`config.mk`:
```
export PLATFORM = sky130hd
export DESIGN_NAME = http_chunked_body_decoder_flat
export DESIGN_NICKNAME = d
export VERILOG_FILES = /design/src/rtl/hcbd_pkg.sv /design/src/rtl/hcbd_if.sv /design/src/rtl/hcbd_classify.sv /design/src/rtl/hcbd_parser.sv /design/src/rtl/http_chunked_body_decoder.sv /design/src/flat_wrapper.sv
export SDC_FILE = /design/constraint.sdc
export NUM_CORES = 1
export LEC_CHECK = 0
export ABC_AREA = 1
export BUFFER_PORTS_ARGS = -buffer_cell sky130_fd_sc_hd__buf_4
export CORE_MARGIN = 2
export CORE_UTILIZATION = 60
export DETAILED_ROUTE_END_ITERATION = 8
export GPL_ROUTABILITY_DRIVEN = 0
export GPL_TIMING_DRIVEN = 0
export PLACE_DENSITY = 0.88
export SETUP_SLACK_MARGIN = 0.2
export SYNTH_ARGS = -nofsm -noshare
export SYNTH_HDL_FRONTEND = slang
export SYNTH_HIERARCHICAL = 1
export SYNTH_SLANG_ARGS = --single-unit
```
`constraint.sdc`:
```
create_clock -name clk -period 6.97 [get_ports clk]
set_clock_uncertainty 0.15 [all_clocks]
set_input_delay 1.394 -clock clk [delete_from_list [all_inputs] [get_ports clk]]
set_output_delay 1.394 -clock clk [all_outputs]
set_load 0.1 [all_outputs]
```
`src/rtl/hcbd_pkg.sv`:
```
// Package with the shared types and constants of the chunked body decoder.
package hcbd_pkg;

  localparam int LENGTH_BITS_DEF = 32;

  localparam logic [7:0] CH_CR = 8'h0D;
  localparam logic [7:0] CH_LF = 8'h0A;

  typedef enum logic [1:0] {
    KIND_PAYLOAD = 2'd0,
    KIND_END     = 2'd1,
    KIND_ERROR   = 2'd2
  } kind_t;

  typedef enum logic [6:0] {
    PH_SIZE      = 7'b0000001,
    PH_EXT       = 7'b0000010,
    PH_AWAIT_LF  = 7'b0000100,
    PH_DATA      = 7'b0001000,
    PH_LEAD_SKIP = 7'b0010000,
    PH_DONE      = 7'b0100000,
    PH_ERROR     = 7'b1000000
  } phase_t;

  typedef struct packed {
    logic       is_cr;
    logic       is_lf;
    logic       is_hex;
    logic [3:0] digit;
  } byte_class_t;

  typedef struct packed {
    logic [7:0] payload_byte;
    logic [1:0] kind;
    logic       chunk_last;
  } result_t;

endpackage

```
`src/rtl/hcbd_if.sv`:
```
// Valid/ready channel interfaces for the input bytes and the decoded results.
interface hcbd_in_if;
  logic       valid;
  logic       ready;
  logic [7:0] in_byte;

  modport source (output valid, output in_byte, input ready);
  modport sink (input valid, input in_byte, output ready);
endinterface

interface hcbd_out_if;
  logic       valid;
  logic       ready;
  logic [7:0] payload_byte;
  logic [1:0] kind;
  logic       chunk_last;

  modport source (output valid, output payload_byte, output kind, output chunk_last,
                  input ready);
  modport sink (input valid, input payload_byte, input kind, input chunk_last,
                output ready);
endinterface

```
`src/rtl/hcbd_classify.sv`:
```
// Byte classifier: flags CR, LF and hex digits and gives the digit value.
module hcbd_classify (
  input  logic [7:0]                in_byte,
  output hcbd_pkg::byte_class_t     cls
);
  import hcbd_pkg::*;

  always_comb begin
    cls.is_cr  = (in_byte == CH_CR);
    cls.is_lf  = (in_byte == CH_LF);
    cls.is_hex = 1'b0;
    cls.digit  = 4'd0;
    if (in_byte >= 8'h30 && in_byte <= 8'h39) begin
      cls.is_hex = 1'b1;
      cls.digit  = 4'(in_byte - 8'h30);
    end else if (in_byte >= 8'h61 && in_byte <= 8'h66) begin
      cls.is_hex = 1'b1;
      cls.digit  = 4'(in_byte - 8'h57);
    end else if (in_byte >= 8'h41 && in_byte <= 8'h46) begin
      cls.is_hex = 1'b1;
      cls.digit  = 4'(in_byte - 8'h37);
    end
  end

endmodule

```
`src/rtl/hcbd_parser.sv`:
```
// Parse state machine: size line parsing, payload counting, end and error detection.
module hcbd_parser #(
  parameter int LENGTH_BITS = hcbd_pkg::LENGTH_BITS_DEF
) (
  input  logic                  clk,
  input  logic                  rst_n,
  input  logic                  fire,
  input  logic [7:0]            in_byte,
  input  hcbd_pkg::byte_class_t cls,
  output logic                  res_valid,
  output hcbd_pkg::result_t     res
);
  import hcbd_pkg::*;

  phase_t                 phase_r, phase_nxt;
  logic [LENGTH_BITS-1:0] remaining_r, remaining_nxt;
  logic                   digit_seen_r, digit_seen_nxt;
  logic                   skip_used_r, skip_used_nxt;

  // Next phase for a byte in the text after the digits of a size line.
  phase_t ext_phase;
  assign ext_phase = cls.is_cr ? PH_AWAIT_LF : PH_EXT;

  always_comb begin
    phase_nxt      = phase_r;
    remaining_nxt  = remaining_r;
    digit_seen_nxt = digit_seen_r;
    skip_used_nxt  = skip_used_r;
    res_valid      = 1'b0;
    res            = '0;
    unique case (phase_r)
      PH_SIZE: begin
        if (cls.is_cr) begin
          phase_nxt = (!digit_seen_r && !skip_used_r) ? PH_LEAD_SKIP : PH_AWAIT_LF;
        end else if (cls.is_hex) begin
          // A digit that would shift a nonzero top nibble out overflows the length counter.
          if (remaining_r[LENGTH_BITS-1 -: 4] != 4'd0) begin
            phase_nxt = PH_ERROR;
            res_valid = 1'b1;
            res.kind  = KIND_ERROR;
          end else begin
            remaining_nxt  = {remaining_r[LENGTH_BITS-5:0], cls.digit};
            digit_seen_nxt = 1'b1;
          end
        end else begin
          phase_nxt = PH_EXT;
        end
      end
      PH_LEAD_SKIP: begin
        skip_used_nxt = 1'b1;
        phase_nxt     = cls.is_lf ? PH_SIZE : ext_phase;
      end
      PH_EXT: begin
        phase_nxt = ext_phase;
      end
      PH_AWAIT_LF: begin
        if (!cls.is_lf) begin
          phase_nxt = ext_phase;
        end else if (!digit_seen_r) begin
          phase_nxt = PH_ERROR;
          res_valid = 1'b1;
          res.kind  = KIND_ERROR;
        end else if (remaining_r == '0) begin
          phase_nxt = PH_DONE;
          res_valid = 1'b1;
          res.kind  = KIND_END;
        end else begin
          phase_nxt = PH_DATA;
        end
      end
      PH_DATA: begin
        res_valid        = 1'b1;
        res.payload_byte = in_byte;
        res.kind         = KIND_PAYLOAD;
        if (remaining_r == LENGTH_BITS'(1)) begin
          res.chunk_last = 1'b1;
          phase_nxt      = PH_SIZE;
          remaining_nxt  = '0;
          digit_seen_nxt = 1'b0;
          skip_used_nxt  = 1'b0;
        end else begin
          remaining_nxt = remaining_r - LENGTH_BITS'(1);
        end
      end
      default: begin
        // Done or error: bytes are dropped until reset.
      end
    endcase
  end

  always_ff @(posedge clk) begin
    if (!rst_n) begin
      phase_r      <= PH_SIZE;
      remaining_r  <= '0;
      digit_seen_r <= 1'b0;
      skip_used_r  <= 1'b0;
    end else if (fire) begin
      phase_r      <= phase_nxt;
      remaining_r  <= remaining_nxt;
      digit_seen_r <= digit_seen_nxt;
      skip_used_r  <= skip_used_nxt;
    end
  end

endmodule

```
`src/rtl/http_chunked_body_decoder.sv`:
```
// Chunked body decoder: takes one byte per cycle and delivers at most one result per byte,
// through an input register and then a result register; the input stalls
// only while the result register holds a result the sink has not taken.
module http_chunked_body_decoder #(
  parameter int LENGTH_BITS = hcbd_pkg::LENGTH_BITS_DEF
) (
  input  logic       clk,
  input  logic       rst_n,
  hcbd_in_if.sink    in_ch,
  hcbd_out_if.source out_ch
);
  import hcbd_pkg::*;

  logic        in_valid_r, in_valid_nxt;
  logic [7:0]  in_byte_r;
  logic        out_valid_r, out_valid_nxt;
  result_t     out_res_r;
  logic        adv;
  logic        res_valid;
  result_t     res;
  byte_class_t cls;

  // The held byte moves on whenever the result register can take a new value.
  assign adv          = in_valid_r && (!out_valid_r || out_ch.ready);
  assign in_ch.ready  = !in_valid_r || adv;

  always_comb begin
    in_valid_nxt = in_valid_r;
    if (in_ch.valid && in_ch.ready) begin
      in_valid_nxt = 1'b1;
    end else if (adv) begin
      in_valid_nxt = 1'b0;
    end
    out_valid_nxt = out_valid_r;
    if (adv && res_valid) begin
      out_valid_nxt = 1'b1;
    end else if (out_ch.ready) begin
      out_valid_nxt = 1'b0;
    end
  end

  always_ff @(posedge clk) begin
    if (!rst_n) begin
      in_valid_r  <= 1'b0;
      out_valid_r <= 1'b0;
    end else begin
      in_valid_r  <= in_valid_nxt;
      out_valid_r <= out_valid_nxt;
    end
  end

  always_ff @(posedge clk) begin
    if (in_ch.valid && in_ch.ready) begin
      in_byte_r <= in_ch.in_byte;
    end
    if (adv && res_valid) begin
      out_res_r <= res;
    end
  end

  hcbd_classify u_classify (
    .in_byte (in_byte_r),
    .cls     (cls)
  );

  hcbd_parser #(
    .LENGTH_BITS (LENGTH_BITS)
  ) u_parser (
    .clk       (clk),
    .rst_n     (rst_n),
    .fire      (adv),
    .in_byte   (in_byte_r),
    .cls       (cls),
    .res_valid (res_valid),
    .res       (res)
  );

  assign out_ch.valid        = out_valid_r;
  assign out_ch.payload_byte = out_res_r.payload_byte;
  assign out_ch.kind         = out_res_r.kind;
  assign out_ch.chunk_last   = out_res_r.chunk_last;

endmodule

```
`src/flat_wrapper.sv`:
```
// flat-port wrapper written by rule: the top's interface ports become plain ports
module http_chunked_body_decoder_flat import hcbd_pkg::*;
#(
  parameter int LENGTH_BITS = hcbd_pkg::LENGTH_BITS_DEF
)
  (clk, rst_n, in_ch_valid, in_ch_in_byte, in_ch_ready, out_ch_valid, out_ch_payload_byte, out_ch_kind, out_ch_chunk_last, out_ch_ready);
  hcbd_in_if in_ch_i ();
  hcbd_out_if out_ch_i ();
  input  logic clk;
  input  logic rst_n;
  input wire logic [$bits(in_ch_i.valid)-1:0] in_ch_valid;
  input wire logic [$bits(in_ch_i.in_byte)-1:0] in_ch_in_byte;
  output wire logic [$bits(in_ch_i.ready)-1:0] in_ch_ready;
  output wire logic [$bits(out_ch_i.valid)-1:0] out_ch_valid;
  output wire logic [$bits(out_ch_i.payload_byte)-1:0] out_ch_payload_byte;
  output wire logic [$bits(out_ch_i.kind)-1:0] out_ch_kind;
  output wire logic [$bits(out_ch_i.chunk_last)-1:0] out_ch_chunk_last;
  input wire logic [$bits(out_ch_i.ready)-1:0] out_ch_ready;
  assign in_ch_i.valid = in_ch_valid;
  assign in_ch_i.in_byte = in_ch_in_byte;
  assign in_ch_ready = in_ch_i.ready;
  assign out_ch_valid = out_ch_i.valid;
  assign out_ch_payload_byte = out_ch_i.payload_byte;
  assign out_ch_kind = out_ch_i.kind;
  assign out_ch_chunk_last = out_ch_i.chunk_last;
  assign out_ch_i.ready = out_ch_ready;
  http_chunked_body_decoder #(.LENGTH_BITS(LENGTH_BITS)) u_core (.clk(clk), .rst_n(rst_n), .in_ch(in_ch_i), .out_ch(out_ch_i));
endmodule
```
# --- Word level (Yosys, flattened, before mapping) ---
# Index checks and enable logic that the tools add are counted.
word_totals:
  reg_bits: 62
  output_inout_bits: 13
  wordCells: 101
classes:
  n_addsub: 4
  magnitude_cmp: 6
  n_eq_ne: 13
  mux: 44
  n_reduce_logical: 24
op_table:
  columns: ["op", "n"]
  rows:
  - ["$mux W32", 4]
  - ["$pmux W32 S2", 1]
  - ["$mux W7", 7]
  - ["$pmux W7 S5", 1]
  - ["$eq A32 B1 Y1 const B", 1]
  - ["$logic_not A32 Y1", 1]
  - ["$sub A32 B1 Y32 const B", 1]
  - ["$mux W5", 4]
  - ["$eq A8 B4 Y1 const B", 2]
  - ["$ge A8 B7 Y1 const B", 2]
  - ["$le A8 B7 Y1 const B", 2]
  - ["$mux W1", 16]
  - ["$mux W2", 5]
  - ["$ge A8 B6 Y1 const B", 1]
  - ["$le A8 B6 Y1 const B", 1]
  - ["$reduce_bool A2 Y1", 4]
  - ["$sub A4 B3 Y4 const B", 2]
  - ["$eq A7 B1 Y1 const B", 1]
  - ["$eq A7 B2 Y1 const B", 1]
  - ["$eq A7 B3 Y1 const B", 1]
  - ["$eq A7 B4 Y1 const B", 1]
  - ["$eq A7 B5 Y1 const B", 1]
  - ["$logic_and A1 B1 Y1", 7]
  - ["$mux W6", 1]
  - ["other kinds (16)", 23]

# --- Longest topological paths before layout ---
logic_depth:
  depth_word: 10
  mapped_depth: 18
  depth_no_buf: 17

# --- Modules after synthesis ---
# The synthesis kept the hierarchy.
modules_own_cells:
  columns: ["mod", "instances", "cells_per_inst", "area_per_inst_um2", "seq_area_each_um2"]
  rows:
  - ["hcbd_parser", 1, 598, 3409.5, 820.8]
  - ["http_chunked_body_decoder", 1, 36, 678.2, 610.6]
  - ["hcbd_classify", 1, 37, 230.2, 0.0]

# --- Least setup slack after synthesis ---
# OpenSTA, ideal clock, no wires.
synth_timing:
  path_type: "in2out"
  start: "input out_ch_ready"
  end: "output in_ch_ready"
  arrival_time_ns: 1.913
  required_ns: 5.426
  setup_slack_ns: 3.513
  cell_stages: 2
  path_buffers: 0
  cell_sequence: "inv_1 nand3_2"
synth_via:
  elab_chain_len: 3
synth_lines:
  columns: ["item", "line", "source"]
  rows:
  - ["from (decl)", "flat_wrapper.sv:18", "input wire logic [$bits(out_ch_i.ready)-1:0] out_ch_ready;"]
  - ["$logic_or A1 B1 Y1", "http_chunked_body_decoder.sv:24", "assign adv = in_valid_r && (!out_valid_r || out_ch.ready);"]
  - ["$logic_and A1 B1 Y1", "http_chunked_body_decoder.sv:24", null]
  - ["$logic_or A1 B1 Y1", "http_chunked_body_decoder.sv:25", "assign in_ch.ready = !in_valid_r || adv;"]
  - ["to (decl)", "flat_wrapper.sv:13", "output wire logic [$bits(in_ch_i.ready)-1:0] in_ch_ready;"]
# No other way between the ends.

# --- Worst setup path after layout ---
# Same ends and word-level chain as after synthesis.

==> run summary <==
The standard cell core area is 6870 um2. The number of antenna-violating nets in the routed design came out at 0. In the synthesized netlist, the number of instances is 671. At the later pin of the worst-skew pair, clock insertion delay measures 350 ps. The starting density of the core is 62.9%. The static power due to leakage is 2.45 nW.

The post-route minimum period came out at 3440 ps. The number of remaining DRC errors is 0. The final hold violation count is 0.

The average instance in the mapped netlist occupies 6.44 um2. Input and output buffers added on the ports amount to 24. Across all setup checks in the final design, the least slack found is 3530 ps. The number of cells on the worst reg-to-reg path is 12. The end point of the most critical hold path is u_core/u_parser/skip_used_r.

The layout filler cell count is 567. The maximum root-to-sink buffer count is 2. The fraction of power spent switching nets is 34.8%. The data required time at the worst endpoint is 5430 ps. The via total after detailed routing is 4504. The capturing point of the worst reg2reg path is u_core/out_ch.payload_byte[5]. By startpoint and endpoint, the worst setup path is classified as in2out. The number of violations of the max-capacitance limit came out at 0. Tracing the worst setup path back leads to its startpoint at out_ch_ready. The number of antenna violations at the first check in global routing was 0. Once placement finished, the instance area stood at 4620 um2. The register area share after synthesis came out at 33.1%.

The die covers 7890 um2. The post-synthesis net count came out at 690. The first-pass detailed-route iteration total is 5. In this run the power spent charging and discharging nets is 0.389 mW.

The via count of the first global-routing pass is 4073. The share of synthesized area spent on multiplexers is 0.232%. The post-cts sizing count is 0. The post-layout instance area came out at 4860 um2. The worst-case IR drop observed on VDD is 0.116 mV. In this run the most critical hold path is launched from u_core/u_parser/skip_used_r. CTS built an H-tree with a depth of 3.

Setup slack on the worst reg-to-reg path comes out at 4020 ps. The total power density per cell area is 230 nW/um2. The post-synthesis cell type count is 41.

The antenna diode count is 0. The total of hold buffers inserted after clock tree synthesis came out at 0. Dividing the final minimum period by the clock period gives 49.3%.

Summing all multi-input logic gate instances after layout gives 2380 um2. The wire length of the first global-routing pass came out at 18300 um. Combinational logic is responsible for 28.5% of the overall power.

The kind of start point of the critical path is an input pin. The worst flop-to-flop path startpoint is u_core/in_byte_r[1]. Cells with a size suffix above 1 make up 14.5% of the layout. The arrival time of data at the critical path endpoint is 1900 ps. The clock network burns 35.1% of the power.

The wire length reported by the detailed router is 11100 um. After synthesis the cells add up to 4320 um2. The number of sinks on the clock net is 62.

The transition time at the pin with the least slew margin came out at 845 ps. Measured on the finished design, the core utilization comes to 70.8%. The simple-gate area share of the yosys netlist is 43.2%. The final layout net count is 725.

The tree is rooted in a sky130_fd_sc_hd__clkbuf_8. The synthesized netlist devotes 8.23% of its cell area to compound gates. Headroom to the max-slew limit came out at 43.5%. The detailed-route wire length per cell is 13.7 um. The total count of max-transition violations in the final report is 0. The width of the die is 88.8 um. The achievable frequency is 0.291 GHz.

Measured along the y axis, the die boundary spans 88.8 um. The power share of the sequential group is 36.4%. The fraction of synthesized cell area in xor and xnor cells is 1.42%. The register bit total from synthesis came out at 62.

The half-perimeter wire length of the detailed placement result is 7890 um. Counting instances, the worst hold path has a depth of 2. For this block, the initial DRC count from the detailed router was 429. Of the total synthesized cell area, the portion taken by full adders, half adders and majority gates is 2.03%. After detailed placement, the design holds a cell count of 791. The total negative slack for setup checks came out at 0 ps. Clock tree synthesis inserted a total of 9 buffers. The area overhead of the layout relative to synthesis came out at 12.7%.

Setup repair after global routing left no endpoint under its margin. The sequential standard cell area is 1430 um2. The clock-pin slew on the worst setup and hold paths came out at 80 ps. Setup violations remaining at the end of the flow were counted as 0. Total power for the finished layout comes to 1.12 mW. Timing analysis after detailed placement gives a worst setup slack of 3530 ps. The worst hold slack after final layout is 319 ps. The final global-route overflow total is 0. The internal power component came out at 0.729 mW. The number of non-filler instances in the completed layout is 807.

TritonCTS built the clock tree. Dividing the detail-routed via count by the number of cells gives 5.58. The number of warnings printed during yosys synthesis came out at 6. The maximum number of pins on one net before global-route repair came out at 13. The run finished with clean final reports.

The number of ports placed on the die boundary came out at 25. The dominant combinational cell family by area after synthesis is simple AND/OR/NAND/NOR gates. Global routing used 29.7% of the available tracks. The placement row count is 30. The maximum net fanout on the critical path came out at 3. Buffers added to address setup during post-CTS repair amount to 0. In this run the worst hold path is classified as reg2reg. The worst setup path is captured at an output pin.
## final cells by class
| class | count | area share [%] |
|---|---|---|
| clock buffers | 9 | 2.55 |
| multi-input cells | 492 | 48.9 |
| repair buffers | 24 | 3.70 |
| flip-flops and latches | 62 | 29.4 |
| plain buffers | 17 | 2.67 |
| inverters | 100 | 7.77 |
| clock inverters | 7 | 2.52 |
| well taps | 96 | 2.47 |
## cells in the mapped netlist (all sizes together)
cell type | number | area (um2)
xor2 | 7 | 61.3
nand3 | 50 | 285
nor4 | 1 | 6.26
edfxtp | 19 | 571
a21oi | 33 | 188
clkbuf | 2 | 7.51
nand4 | 15 | 100
o21bai | 7 | 52.6
and2 | 2 | 12.5
nand2 | 194 | 761
clkinv | 1 | 3.75
buf | 15 | 123
nor2 | 152 | 677
dfxtp | 43 | 861
a21boi | 1 | 7.51
o22ai | 1 | 6.26
ha | 7 | 87.6
nand3b | 1 | 7.51
nor3 | 2 | 15.0
o21ai | 18 | 101
inv | 99 | 374
mux2i | 1 | 10.0
## per-layer routing
layer  global-route usage [%]  vias to the layer above  share of wire (%)
met5                        0                        -                  0
met4                     13.5                        0                2.4
met3                     6.62                       32                9.5
met2                     48.4                      253                 48
met1                     37.6                     2060                 41
li1                         -                     2159                  -
## cell usage in the layout (no fill, tap or decap), drive strengths merged
master and count:
nand2 194, nor2 152, inv 99, nand3 50, dfxtp 43, buf 39, a21oi 33, edfxtp 19
o21ai 18, nand4 15, clkbuf 11, ha 7, xor2 7, o21bai 7, bufinv 3, clkinv 3
clkinvlp 2, and2 2, nor3 2, a21boi 1, o22ai 1, mux2i 1, nor4 1, nand3b 1
## power groups by stage
stage	clock network (mW)	logic, mW	registers [mW]
2_1_floorplan	0	0.242	0.413
4_1_cts	0.397	0.309	0.407
3_3_place_gp	0	0.292	0.414
5_1_grt	0.411	0.351	0.409
3_5_place_dp	0	0.305	0.415
6_report	0.393	0.319	0.407
## cells by family after synthesis
group / count (synthesis)
buf+inv: 117
fa+ha+maj: 7
xor+xnor: 7
simple gates: 417
compound gates: 60
mux: 1
flops: 62
## critical path: stages
cell and delay (ps):
sky130_fd_sc_hd__buf_4 110, sky130_fd_sc_hd__inv_1 70, sky130_fd_sc_hd__nand3_2 80, sky130_fd_sc_hd__buf_4 240
## sequential cells by signal, indices dropped and copies added, names as in the netlist
signal	count
u_core/in_byte_r	8
u_core/in_valid_r	1
u_core/out_ch.chunk_last	1
u_core/out_ch.kind	2
u_core/out_ch.payload_byte	8
u_core/out_ch.valid	1
u_core/u_parser/digit_seen_r	1
u_core/u_parser/phase_r	7
u_core/u_parser/remaining_r	32
u_core/u_parser/skip_used_r	1
## how the worst max path moves through the flow
| stage | cells past startpoint | slack, ps | to |
|---|---|---|---|
| 2_1_floorplan | 2 | 3510 | in_ch_ready |
| 3_3_place_gp | 4 | 3540 | in_ch_ready |
| 3_5_place_dp | 4 | 3530 | in_ch_ready |
| 4_1_cts | 4 | 3520 | in_ch_ready |
| 5_1_grt | 4 | 3500 | in_ch_ready |
| 6_report | 4 | 3530 | in_ch_ready |
Note: power is estimated with default switching activity, not from simulation.
